<file path="src/rtl/core/blist_pkg.sv">
// Shared constants, types and codes for the bounded indexed list.
package blist_pkg;

  localparam int CAPACITY   = 16;
  localparam int DATA_WIDTH = 32;

  localparam int MODE_W   = 3;
  localparam int POS_W    = 5;
  localparam int VALUE_W  = 32;
  localparam int STATUS_W = 2;
  localparam int COUNT_W  = 5;

  localparam int IDX_W = (CAPACITY > 1) ? $clog2(CAPACITY) : 1;
  localparam int CNT_W = $clog2(CAPACITY + 1);
  localparam int CMP_W = (CNT_W > POS_W) ? CNT_W : POS_W;

  localparam int IN_DATA_W  = 40;
  localparam int OUT_DATA_W = 40;

  typedef enum logic [MODE_W-1:0] {
    MD_APPEND     = 3'd0,
    MD_PREPEND    = 3'd1,
    MD_INSERT     = 3'd2,
    MD_REMOVE     = 3'd3,
    MD_READ       = 3'd4,
    MD_TAKE_FIRST = 3'd5,
    MD_TAKE_LAST  = 3'd6,
    MD_CLEAR      = 3'd7
  } mode_t;

  typedef enum logic [STATUS_W-1:0] {
    ST_OK        = 2'd0,
    ST_BAD_INDEX = 2'd1,
    ST_EMPTY     = 2'd2,
    ST_FULL      = 2'd3
  } status_t;

  typedef enum logic [1:0] {
    S_IDLE,
    S_RUN,
    S_DONE
  } seq_state_t;

  // One result as it leaves the sequencer
  typedef struct packed {
    logic [VALUE_W-1:0] read_value;
    status_t            status;
    logic [COUNT_W-1:0] count;
    logic               is_empty;
  } res_t;

endpackage

</file>
<file path="src/rtl/core/blist_ram.sv">
// Element store: one write port, one read port with registered read data.
module blist_ram (
  input  logic                             clk,
  input  logic                             we,
  input  logic [blist_pkg::IDX_W-1:0]      waddr,
  input  logic [blist_pkg::DATA_WIDTH-1:0] wdata,
  input  logic [blist_pkg::IDX_W-1:0]      raddr,
  output logic [blist_pkg::DATA_WIDTH-1:0] rdata
);
  import blist_pkg::*;

  logic [DATA_WIDTH-1:0] mem [CAPACITY];
  logic [DATA_WIDTH-1:0] rdata_r;

  always_ff @(posedge clk) begin
    if (we) begin
      mem[waddr] <= wdata;
    end
    rdata_r <= mem[raddr];
  end

  assign rdata = rdata_r;

endmodule

</file>
<file path="src/rtl/core/blist_seq.sv">
// Command decode and element mover: shifts one element per cycle through the store.
module blist_seq (
  input  logic                            clk,
  input  logic                            rst_n,
  input  logic                            req_vld,
  output logic                            req_rdy,
  input  blist_pkg::mode_t                req_mode,
  input  logic [blist_pkg::POS_W-1:0]     req_pos,
  input  logic [blist_pkg::VALUE_W-1:0]   req_value,
  output logic                            res_vld,
  input  logic                            res_rdy,
  output blist_pkg::res_t                 res
);
  import blist_pkg::*;

  seq_state_t            state_r, state_nxt;
  logic [CNT_W-1:0]      len_r, len_nxt;
  logic                  ins_r, ins_nxt;       // insert family, else remove family
  logic                  dec_r, dec_nxt;       // shrink the list at the end
  logic                  ret_r, ret_nxt;       // return the element taken
  logic [IDX_W-1:0]      pos_r, pos_nxt;
  logic [DATA_WIDTH-1:0] val_r, val_nxt;
  logic [IDX_W-1:0]      src_r, src_nxt;
  logic [IDX_W-1:0]      end_r, end_nxt;
  logic                  issue_r, issue_nxt;
  logic                  pend_r, pend_nxt;
  logic [IDX_W-1:0]      paddr_r, paddr_nxt;
  logic [DATA_WIDTH-1:0] rd_r, rd_nxt;
  status_t               st_r, st_nxt;

  logic                  ram_we;
  logic [IDX_W-1:0]      ram_waddr;
  logic [DATA_WIDTH-1:0] ram_wdata;
  logic [DATA_WIDTH-1:0] ram_rdata;

  logic [CMP_W-1:0]      pos_x, len_x;
  logic                  full, empty;
  logic [IDX_W-1:0]      last_idx;

  blist_ram u_ram (
    .clk   (clk),
    .we    (ram_we),
    .waddr (ram_waddr),
    .wdata (ram_wdata),
    .raddr (src_r),
    .rdata (ram_rdata)
  );

  assign pos_x    = CMP_W'(req_pos);
  assign len_x    = CMP_W'(len_r);
  assign full     = (len_r == CNT_W'(CAPACITY));
  assign empty    = (len_r == '0);
  assign last_idx = IDX_W'(len_r - 1'b1);

  always_ff @(posedge clk) begin
    if (!rst_n) begin
      state_r <= S_IDLE;
      len_r   <= '0;
      issue_r <= 1'b0;
      pend_r  <= 1'b0;
    end else begin
      state_r <= state_nxt;
      len_r   <= len_nxt;
      issue_r <= issue_nxt;
      pend_r  <= pend_nxt;
    end
  end

  always_ff @(posedge clk) begin
    ins_r   <= ins_nxt;
    dec_r   <= dec_nxt;
    ret_r   <= ret_nxt;
    pos_r   <= pos_nxt;
    val_r   <= val_nxt;
    src_r   <= src_nxt;
    end_r   <= end_nxt;
    paddr_r <= paddr_nxt;
    rd_r    <= rd_nxt;
    st_r    <= st_nxt;
  end

  always_comb begin
    state_nxt = state_r;
    len_nxt   = len_r;
    ins_nxt   = ins_r;
    dec_nxt   = dec_r;
    ret_nxt   = ret_r;
    pos_nxt   = pos_r;
    val_nxt   = val_r;
    src_nxt   = src_r;
    end_nxt   = end_r;
    issue_nxt = issue_r;
    pend_nxt  = 1'b0;
    paddr_nxt = paddr_r;
    rd_nxt    = rd_r;
    st_nxt    = st_r;
    ram_we    = 1'b0;
    ram_waddr = '0;
    ram_wdata = val_r;
    req_rdy   = 1'b0;
    res_vld   = 1'b0;

    unique case (state_r)
      S_IDLE: begin
        req_rdy = 1'b1;
        if (req_vld) begin
          st_nxt    = ST_OK;
          rd_nxt    = '0;
          val_nxt   = DATA_WIDTH'(req_value);
          dec_nxt   = 1'b1;
          ins_nxt   = 1'b0;
          ret_nxt   = 1'b1;
          issue_nxt = 1'b1;
          state_nxt = S_RUN;
          unique case (req_mode)
            MD_APPEND, MD_PREPEND, MD_INSERT: begin
              ins_nxt = 1'b1;
              src_nxt = last_idx;
              if (req_mode == MD_APPEND) begin
                pos_nxt   = IDX_W'(len_r);
                issue_nxt = 1'b0;
              end else if (req_mode == MD_PREPEND) begin
                pos_nxt   = '0;
                issue_nxt = !empty;
              end else begin
                pos_nxt   = IDX_W'(req_pos);
                issue_nxt = (pos_x < len_x);
              end
              end_nxt = pos_nxt;
              if (req_mode == MD_INSERT && pos_x > len_x) begin
                st_nxt = ST_BAD_INDEX;
              end else if (full) begin
                st_nxt = ST_FULL;
              end
            end
            MD_REMOVE: begin
              ret_nxt = 1'b0;
              pos_nxt = IDX_W'(req_pos);
              src_nxt = IDX_W'(req_pos);
              end_nxt = last_idx;
              if (empty) begin
                st_nxt = (req_pos == '0) ? ST_EMPTY : ST_BAD_INDEX;
              end else if (pos_x >= len_x) begin
                st_nxt = ST_BAD_INDEX;
              end
            end
            MD_READ: begin
              dec_nxt = 1'b0;
              pos_nxt = IDX_W'(req_pos);
              src_nxt = IDX_W'(req_pos);
              end_nxt = IDX_W'(req_pos);
              if (pos_x >= len_x) begin
                st_nxt = ST_BAD_INDEX;
              end
            end
            MD_TAKE_FIRST: begin
              pos_nxt = '0;
              src_nxt = '0;
              end_nxt = last_idx;
              if (empty) begin
                st_nxt = ST_EMPTY;
              end
            end
            MD_TAKE_LAST: begin
              pos_nxt = last_idx;
              src_nxt = last_idx;
              end_nxt = last_idx;
              if (empty) begin
                st_nxt = ST_EMPTY;
              end
            end
            MD_CLEAR: begin
              len_nxt = '0;
              st_nxt  = ST_OK;
            end
          endcase
          // Failed commands and clear finish at once
          if (st_nxt != ST_OK || req_mode == MD_CLEAR) begin
            issue_nxt = 1'b0;
            state_nxt = S_DONE;
          end
        end
      end

      S_RUN: begin
        // Retire the element read last cycle
        if (pend_r) begin
          if (ins_r) begin
            ram_we    = 1'b1;
            ram_waddr = paddr_r + 1'b1;
            ram_wdata = ram_rdata;
          end else if (paddr_r == pos_r) begin
            // drop the element a remove takes out
            if (ret_r) begin
              rd_nxt = ram_rdata;
            end
          end else begin
            ram_we    = 1'b1;
            ram_waddr = paddr_r - 1'b1;
            ram_wdata = ram_rdata;
          end
        end
        // Issue the next source read
        if (issue_r) begin
          pend_nxt  = 1'b1;
          paddr_nxt = src_r;
          if (src_r == end_r) begin
            issue_nxt = 1'b0;
          end else if (ins_r) begin
            src_nxt = src_r - 1'b1;
          end else begin
            src_nxt = src_r + 1'b1;
          end
        end else if (!pend_r) begin
          if (ins_r) begin
            ram_we    = 1'b1;
            ram_waddr = pos_r;
            ram_wdata = val_r;
            len_nxt   = len_r + 1'b1;
          end else if (dec_r) begin
            len_nxt = len_r - 1'b1;
          end
          state_nxt = S_DONE;
        end
      end

      S_DONE: begin
        res_vld = 1'b1;
        if (res_rdy) begin
          state_nxt = S_IDLE;
        end
      end

      default: begin
        state_nxt = S_IDLE;
      end
    endcase
  end

  assign res.read_value = VALUE_W'(rd_r);
  assign res.status     = st_r;
  assign res.count      = COUNT_W'(len_r);
  assign res.is_empty   = (len_r == '0);

endmodule

</file>
<file path="src/rtl/core/bounded_indexed_list.sv">
// Bounded indexed list: top level with stream ports and the result register.
// A failed request or a clear goes straight to the result; an insert or push that
// shifts nothing writes its value first; any other request first streams its elements
// through the store, the mover reading one element a cycle. One request at a time:
// the next is taken in the cycle after the result enters the output register.
// Reset (rst_n low, synchronous) empties the list; element words are not cleared.
module bounded_indexed_list (
  input  logic                                clk,
  input  logic                                rst_n,
  input  logic                                in_tvalid,
  output logic                                in_tready,
  // mode [2:0], position [7:3], value [39:8]
  input  logic [blist_pkg::IN_DATA_W-1:0]     in_tdata,
  output logic                                out_tvalid,
  input  logic                                out_tready,
  // read_value [31:0], status [33:32], count [38:34], is_empty [39]
  output logic [blist_pkg::OUT_DATA_W-1:0]    out_tdata
);
  import blist_pkg::*;

  res_t res;
  logic res_vld;
  logic res_rdy;
  logic out_vld_r, out_vld_nxt;
  res_t out_res_r, out_res_nxt;

  blist_seq u_seq (
    .clk       (clk),
    .rst_n     (rst_n),
    .req_vld   (in_tvalid),
    .req_rdy   (in_tready),
    .req_mode  (mode_t'(in_tdata[2:0])),
    .req_pos   (in_tdata[7:3]),
    .req_value (in_tdata[39:8]),
    .res_vld   (res_vld),
    .res_rdy   (res_rdy),
    .res       (res)
  );

  // Take a new result whenever the register is empty or being drained
  assign res_rdy = !out_vld_r || out_tready;

  always_comb begin
    out_vld_nxt = out_vld_r;
    out_res_nxt = out_res_r;
    if (res_rdy) begin
      out_vld_nxt = res_vld;
      out_res_nxt = res;
    end
  end

  always_ff @(posedge clk) begin
    if (!rst_n) begin
      out_vld_r <= 1'b0;
    end else begin
      out_vld_r <= out_vld_nxt;
    end
  end

  always_ff @(posedge clk) begin
    out_res_r <= out_res_nxt;
  end

  assign out_tvalid = out_vld_r;
  assign out_tdata  = {out_res_r.is_empty, out_res_r.count, out_res_r.status,
                       out_res_r.read_value};

  a_count_bound: assert property (@(posedge clk) disable iff (!rst_n)
    out_tvalid |-> (out_tdata[38:34] <= COUNT_W'(CAPACITY)))
    else $error("result count above capacity");

  a_empty_flag: assert property (@(posedge clk) disable iff (!rst_n)
    out_tvalid |-> (out_tdata[39] == (out_tdata[38:34] == '0)))
    else $error("empty flag disagrees with count");

  a_full_count: assert property (@(posedge clk) disable iff (!rst_n)
    (out_tvalid && out_tdata[33:32] == ST_FULL) |-> (out_tdata[38:34] == COUNT_W'(CAPACITY)))
    else $error("full status with list not full");

  a_fail_zero: assert property (@(posedge clk) disable iff (!rst_n)
    (out_tvalid && out_tdata[33:32] != ST_OK) |-> (out_tdata[31:0] == '0))
    else $error("failed request returned data");

endmodule

</file>
<file path="config.mk">
export PLATFORM = sky130hd
export DESIGN_NAME = bounded_indexed_list
export DESIGN_NICKNAME = d
export VERILOG_FILES = /design/src/rtl/core/blist_pkg.sv /design/src/rtl/core/blist_ram.sv /design/src/rtl/core/blist_seq.sv /design/src/rtl/core/bounded_indexed_list.sv
export SDC_FILE = /design/constraint.sdc
export NUM_CORES = 1
export LEC_CHECK = 0
export ABC_AREA = 1
export CAP_MARGIN = 20
export CELL_PAD_IN_SITES_DETAIL_PLACEMENT = 0
export CELL_PAD_IN_SITES_GLOBAL_PLACEMENT = 1
export CORE_MARGIN = 2
export CORE_UTILIZATION = 46
export DETAILED_ROUTE_END_ITERATION = 7
export DONT_BUFFER_PORTS = 1
export PLACE_DENSITY_LB_ADDON = 0.1
export SYNTH_ARGS = -nofsm -noshare
export SYNTH_HDL_FRONTEND = slang
export SYNTH_HIERARCHICAL = 1
export SYNTH_SLANG_ARGS = --single-unit
</file>
<file path="constraint.sdc">
create_clock -name clk -period 3.4 [get_ports clk]
set_clock_uncertainty 0.05 [all_clocks]
set_input_delay 0.68 -clock clk [delete_from_list [all_inputs] [get_ports clk]]
set_output_delay 0.68 -clock clk [all_outputs]
set_load 0.02 [all_outputs]
</file>
==> results by group, run 1 <==
Yosys
  • Syn Nets: 2734
  • EDFF count, synth: between 600 and 700
  • Seq/Total Area, Yosys: around 70%
  • Top-count cell post-synth: nand2_1
  • Post-synth top area cell: edfxtp_1
  • Synth Register Bits: 679
  • Cells after synthesis: 2677
  • Asr flop ratio synth: 0%
  • Share of the synthesized area in the top cell type: around 66%
  • Area of the mapped netlist: about 29000 um2
  • Primary FF master, synth: edfxtp_1
  • Top cells by area, synth: edfxtp_1, nand2_1, nand3_1
  • Netlist cell types: 43
  • Synth cell count leaders: nand2_1, edfxtp_1, inv_1, nand3_1, nor2_1
  • Synth warnings: 6
  • Average size of a mapped cell: about 11 um2

CTS
  • Clk_lat worst skew: between 0.6 and 0.7 ns
  • Setup Buffers After CTS: 0
  • H-tree levels: 3
  • Hold buffer count at cts: 0
  • Clk root buf: clkbuf_16
  • Post-cts resize count: 0
  • Longest Clk Path Bufs: 3
  • Worst-path clk slew: about 0.060 ns
  • CTS tree: done
  • Clock Sinks: around 680
  • Num CTS Buffers: between 70 and 80

Power
  • Cell-internal power: about 16 mW
  • Switching fraction of total power: roughly 33%
  • Final Power: approximately 24 mW
  • Seq pwr share: around 45%
  • Pwr dens: roughly 740 nW/um2
  • Sw Pwr: about 7.9 mW
  • Clock Power Share: between 30% and 40%
  • Pleak: between 10 and 15 nW
  • Logic pwr share: between 20% and 30%
  • Max VDD drop: between 0.0007 and 0.0008 V

Floorplan
  • Row Count: between 90 and 100
  • Die height: 254 um
  • DIE AREA: 64600 um2
  • Chip Width: roughly 250 um
  • IO Pins: 86
  • Initial Util: 46.6%
  • Core ar.: roughly 60000 um2

Detailed routing
  • Via-to-Cell Ratio: about 5.0
  • DRC: 0
  • Initial drt markers: between 1000 and 1500
  • Via count: around 18000
  • Post-DRT Antenna Nets: 0
  • Drt total wl: slightly above 70 mm
  • Routed len/inst: around 20 um
  • 1st-pass router iterations: 5

Global route
  • Initial antenna violation count: 0
  • Gr ovfl total: 0
  • GRT Total Usage: between 20% and 30%
  • Largest net degree at the start of global routing: between 100 and 150
  • First-pass GRT wire length: about 110 mm
  • Vias in the first global route: approximately 17000

Hold path
  • Hold Path Stages: 0
  • Hold Crit Class: in2reg

Flow run
  • Max_cap viols: 0

Timing
  • Fin crit period: about 3.1 ns
  • RSZ-0062 raised after global routing: false
  • Setup violators final: 0
  • Hold WS: between 0.1 and 0.15 ns
  • Highest Clock Rate: 0.318 GHz
  • Worst rel slew slack: a little over two fifths
  • TNS Setup: 0 ns
  • Final period util: between 90% and 100%
  • Hold Violations, Final: 0
  • Final Max Tran Viols: 0
  • Least-Margin Pin Slew: about 0.86 ns

Placement
  • Placer's final routability congestion estimate: roughly 0.83
  • DP Cell Count: between 3000 and 4000
  • Hpwl dp: just over 40 mm
  • IO buf count: 0

Layout
  • Fin cells: ~3600
  • Nets: about 2800
  • Antenna cells: 0
  • Share of layout cells above drive strength 1: 8.57%
  • Synth-to-layout area growth: 12.3%

Run status
  • Status: finished, final reports clean

Setup path
  • Req. time, crit path: approximately 3.6 ns
  • Top cell family by delay on the critical path: simple AND/OR/NAND/NOR gates
  • Worst path slowest cell: edfxtp_1
  • Worst reg-to-reg path cell count: 12
  • Crit path cell chain: a21oi_1 -> o221ai_1 -> nor2_1 -> nand2_1 -> nand2_2 -> nor2_4 -> inv_4 -> o22ai_1 -> inv_1 -> nand3_1 -> nor2_4 -> buf_4
  • Critical path class: reg2reg
  • Worst EP arrival: 3.35 ns
  • Cell repeated most along the worst path: nor2_4
  • Worst path depth: 12
  • Crit path buffers/inverters: 3
  • CP Launch Type: flip-flop
  • CP peak stage delay: 0.51 ns
  • Crit. End Element: flip-flop
  • Worst-path maximum fanout: 20
-- routing by layer --
metal,track usage (%),up-vias,share of wire [%]
li1,-,8815,-
met1,31.4,8785,45
met2,36.4,457,48
met3,2.91,90,4.8
met4,6.47,0,2.1
met5,0,-,0
-- layout make-up --
type                       instances  area [um2]
multi-input combinational       1396        6380
inverter                         482        1820
fill                            5446       29500
clock inverter                    32         245
timing repair buffer              90         913
sequential                       679       20000
tap                              837        1050
clock buffer                      98        1960
-- cell families (layout without fill, tap and decap cells) --
family | count (synthesis) | after routing | share of synthesized area, %
DFF | 679 | 679 | 69.3
and+or+nand+nor | 1270 | 1270 | 18.7
AOI/OAI and AO/OA | 99 | 99 | 1.93
adders and majority gates | 13 | 13 | 0.591
muxes | 1 | 1 | 0.0348
buffers and inverters | 602 | 702 | 9.01
xor gates and xnor gates | 13 | 13 | 0.395
-- state kept, by name, summed over array words and instances (netlist names) --
name and cells:
u_seq/rd_r 32, u_seq/end_r 4, u_seq/dec_r 1, u_seq/u_ram/mem 512, u_seq/pend_r 1, u_seq/paddr_r 4, out_tvalid 1, u_seq/src_r 4
u_seq/val_r 32, out_tdata 40, u_seq/st_r 2, u_seq/state_r 2, u_seq/pos_r 4, u_seq/len_r 5, u_seq/u_ram/rdata 32, u_seq/ins_r 1
u_seq/ret_r 1, u_seq/issue_r 1
-- power by group through the flow --
stage / sequential, mW / combinational, mW / clock (mW)
after floorplan: 10.7 / 4.03 / 0
after global placement: 10.8 / 5.92 / 0
after detailed placement: 10.8 / 5.94 / 0
after CTS: 10.7 / 5.96 / 7.56
after global routing: 10.7 / 6.53 / 7.89
final: 10.7 / 5.89 / 7.41
-- cell usage in the layout (no fill, tap or decap), drive strengths merged, types with 11 or more instances in the layout --
| cell | Yosys | final |
|---|---|---|
| a21oi | 18 | 18 |
| buf | 105 | 90 |
| clkbuf | 15 | 98 |
| clkinv | 1 | 27 |
| dfxtp | 42 | 42 |
| edfxtp | 637 | 637 |
| ha | 12 | 12 |
| inv | 481 | 483 |
| nand2 | 773 | 773 |
| nand3 | 403 | 403 |
| nor2 | 81 | 81 |
| o21ai | 58 | 58 |
| o22ai | 11 | 11 |
-- per-stage QoR --
| step | cell area [um2] | utilization, % | setup slack [ns] |
|---|---|---|---|
| finish | 32300 | 52.3 | 0.260 |
| CTS | 32300 | 52.3 | 0.270 |
| detailed placement | 30100 | 48.7 | 0.293 |
| global placement | 30100 | 48.7 | 0.274 |
| floorplan | 28800 | - | -0.0844 |
| global route | 32300 | 52.3 | 0.0594 |
-- path summary, 6_finish.rpt --
check | slack [ns] | startpoint | endpoint
setup / recovery | 0.26 | u_seq/ins_r | u_seq/u_ram/mem[6][23]
setup reg to reg | 0.26 | u_seq/ins_r | u_seq/u_ram/mem[6][23]
hold reg to reg | 0.37 | u_seq/rd_r[19] | out_tdata[19]
hold / removal | 0.12 | in_tdata[14] | u_seq/val_r[6]
Power figures use the tool's default switching activity.
==> inputs of run 2 (changes only) <==
--- a/config.mk
+++ b/config.mk
@@ -10,7 +10,7 @@
 export CELL_PAD_IN_SITES_DETAIL_PLACEMENT = 0
 export CELL_PAD_IN_SITES_GLOBAL_PLACEMENT = 1
 export CORE_MARGIN = 2
-export CORE_UTILIZATION = 46
+export CORE_UTILIZATION = 50
 export DETAILED_ROUTE_END_ITERATION = 7
 export DONT_BUFFER_PORTS = 1
 export PLACE_DENSITY_LB_ADDON = 0.1
==> constraint.sdc (replaced) <==
create_clock -name clk -period 3.1 [get_ports clk]
set_clock_uncertainty 0.05 [all_clocks]
set_input_delay 0.62 -clock clk [delete_from_list [all_inputs] [get_ports clk]]
set_output_delay 0.62 -clock clk [all_outputs]
set_load 0.02 [all_outputs]
==> results by group, run 2 (synthesis gave the netlist of run 1 again) <==
Run status
  • Status: finished, final reports clean

Power
  • Pleak: 13.7 nW (+1.2%)
  • Seq pwr share: 43.1% (-1.4 points)
  • Clock Power Share: 32.8% (+1.9 points)
  • Switching fraction of total power: 32.1% (-0.72 points)
  • Cell-internal power: 18.4 mW (+14%)
  • Sw Pwr: 8.69 mW (+11%)
  • Max VDD drop: 0.000952 V (+33%)
  • Pwr dens: 831 nW/um2 (+12%)
  • Logic pwr share: 24.1% (-0.5 points)

Layout
  • Nets: 2779 (unchanged)
  • Synth-to-layout area growth: 13.2%
  • Register name with the most flops: u_seq/u_ram/mem
  • Multi-input logic area: 6380 um2 (unchanged)
  • Storage element area: 20000 um2 (unchanged)
  • Commonest non-fill, non-tap cell in the layout: nand2_1
  • Share of layout cells above drive strength 1: 9.28% (+0.71 points)
  • Largest registers: u_seq/u_ram/mem: 512 flops, out_tdata: 40 flops
  • Fillers: 4682 (-14%)
  • Most frequent cells in the layout: nand2_1, edfxtp_1, inv_1, nand3_1, clkbuf_16
  • Max reg flops: 512 (unchanged)

Hold path
  • Hold Path Stages: 0 (unchanged)
  • Worst hold start: in_tdata[37]
  • Hold Crit Class: in2reg
  • Hold path endpoint: u_seq/val_r[29]

Setup path
  • Critical path class: reg2reg
  • Crit. End Element: flip-flop
  • Worst-path maximum fanout: 24 (+20%)
  • Critical R2R Launch: u_seq/paddr_r[0]
  • FF-to-FF setup slack: 0.18 ns (-0.08 ns)
  • Worst reg-to-reg path cell count: 11 (-1)
  • Worst EP arrival: 3.14 ns (-0.21 ns)
  • Req. time, crit path: 3.33 ns (-0.28 ns)
  • Worst reg2reg path endpoint: u_seq/u_ram/mem[15][28]
  • CP Launch Type: flip-flop

Timing
  • Final Max Tran Viols: 0 (unchanged)
  • Hold WS: 0.0490 ns (-0.0682 ns)
  • RSZ-0062 raised after global routing: true
  • Worst rel slew slack: 46.3% (+4.0 points)
  • Highest Clock Rate: 0.343 GHz (+7.7%)
  • Least-Margin Pin Slew: 0.806 ns (-0.0503 ns)
  • Final period util: 94.0% (+1.7 points)
  • Hold Violations, Final: 0 (unchanged)
  • Fin crit period: 2.92 ns (-0.225 ns)
  • Worst Setup Slack, final: 0.185 ns (-0.0752 ns)
  • Setup violators final: 0 (unchanged)

CTS
  • Clock Sinks: 679 (unchanged)
  • Num CTS Buffers: 72 (-1.4%)
  • Hold buffer count at cts: 0 (unchanged)
  • Setup Buffers After CTS: 0 (unchanged)
  • Clk root buf: clkbuf_16
  • Clk_lat worst skew: 0.62 ns (about the same)
  • Post-cts resize count: 0 (unchanged)
  • CTS tree: done
  • Longest Clk Path Bufs: 3 (unchanged)
  • H-tree levels: 3 (unchanged)
  • Worst-path clk slew: 0.06 ns (about the same)

Detailed routing
  • Post-DRT Antenna Nets: 0 (unchanged)
  • Drt total wl: 70.0 mm (-1.7%)
  • Via count: 18400 (+1.4%)
  • Initial drt markers: 1537 (+18%)
  • WL met2: 32.9 mm (-3.2%)
  • Met3 Routed Length: 3.74 mm (+9.0%)
  • 1st-pass router iterations: 5 (unchanged)
  • DR top layer: met5
  • DRC: 0 (unchanged)
  • Wl on met1: 31.6 mm (-2.1%)
  • Via-to-Cell Ratio: 5.20 (+3.7%)
  • Routed len/inst: 19.8 um (+0.39%)

Global route
  • Gr ovfl total: 0 (unchanged)
  • Initial antenna violation count: 1 (+1)
  • GRT Total Usage: 23.6% (+1.3 points)
  • First-pass GRT wire length: 106 mm (-0.58%)
  • Largest net degree at the start of global routing: 130 (-1.5%)
  • Vias in the first global route: 17700 (+1.6%)

Floorplan
  • Core ar.: 56700 um2 (-8.3%)
  • Die height: 244 um (-4.0%)
  • DIE AREA: 59500 um2 (-7.9%)
  • Chip Width: 244 um (-4.0%)
  • Row Count: 87 (-4.4%)
  • Initial Util: 50.8% (+4.2 points)
  • IO Pins: 86 (unchanged)

Placement
  • Pre-CTS setup slack: 0.197 ns (-0.0966 ns)
  • Placer's final routability congestion estimate: 0.817 (-1.8%)
  • Hpwl dp: 39.6 mm (-3.2%)
  • IO buf count: 0 (unchanged)

Flow run
  • Max_cap viols: 0 (unchanged)
-- run 2: cell types whose count changed in the layout (fill, tap and decap cells not counted), moves of 3 or more --
cell,previous run,this run
buf_12,19,27
clkinv_2,12,15
clkinvlp_4,1,4
clkbuf_8,2,7
buf_4,71,64
clkbuf_1,22,13
clkbuf_16,74,77
clkinv_1,14,6
bufinv_16,3,8
-- run 2: critical path, stage by stage, from the launching register on --
cell      delay, ns
edfxtp_1       0.44
inv_2          0.07
o221ai_1       0.18
nor2_1         0.07
nand2_1        0.13
nand2_2        0.10
nor2_4         0.16
nand3_1        0.08
o21ai_0        0.19
nand3_1        0.42
nor2_4         0.41
buf_12         0.28
-- run 2: through the flow --
stage	cells	setup TNS, ns	total power [mW]	utilization [%]	cell area (um2)
final	3537	0	27.1	57.5	32600
after detailed placement	3404	0	18.4	53.1	30100
after global routing	3536	-1.52	28.3	57.5	32600
after floorplan	2677	-144.88	16.2	-	28800
after CTS	3536	0	27.3	57.5	32600
after global placement	3404	0	18.4	53.1	30100
-- run 2: final cells by class --
| cell class | count | share of cell area, % |
|---|---|---|
| sequential | 679 | 61.2 |
| multi-input combinational | 1396 | 19.6 |
| clock buffer | 97 | 6.35 |
| inverter | 482 | 5.58 |
| timing repair buffer | 91 | 3.13 |
| tap | 756 | 2.90 |
| clock inverter | 35 | 1.21 |
| antenna | 1 | 0.00767 |
-- run 2: worst max path at each step --
stage | start | endpoint | cells past startpoint
detailed placement | u_seq/paddr_r[0] | u_seq/u_ram/mem[15][9] | 10
global route | u_seq/paddr_r[0] | u_seq/u_ram/mem[15][28] | 11
floorplan | u_seq/ins_r | u_seq/u_ram/mem[10][0] | 13
finish | u_seq/paddr_r[0] | u_seq/u_ram/mem[15][28] | 11
CTS | u_seq/paddr_r[0] | u_seq/u_ram/mem[15][28] | 10
global placement | u_seq/paddr_r[0] | u_seq/u_ram/mem[15][9] | 11
-- run 2: per-layer routing --
metal	GRT usage (%)	vias to the layer above
met5	0	-
met4	6.67	2
met3	3.65	106
met2	38.4	531
met1	33.2	8949
li1	-	8821
-- run 2: power groups by stage --
stage	clock network, mW	logic (mW)	registers (mW)
floorplan	0	4.42	11.8
global placement	0	6.50	11.9
detailed placement	0	6.55	11.9
CTS	9.05	6.59	11.7
global route	9.37	7.23	11.7
finish	8.89	6.54	11.7
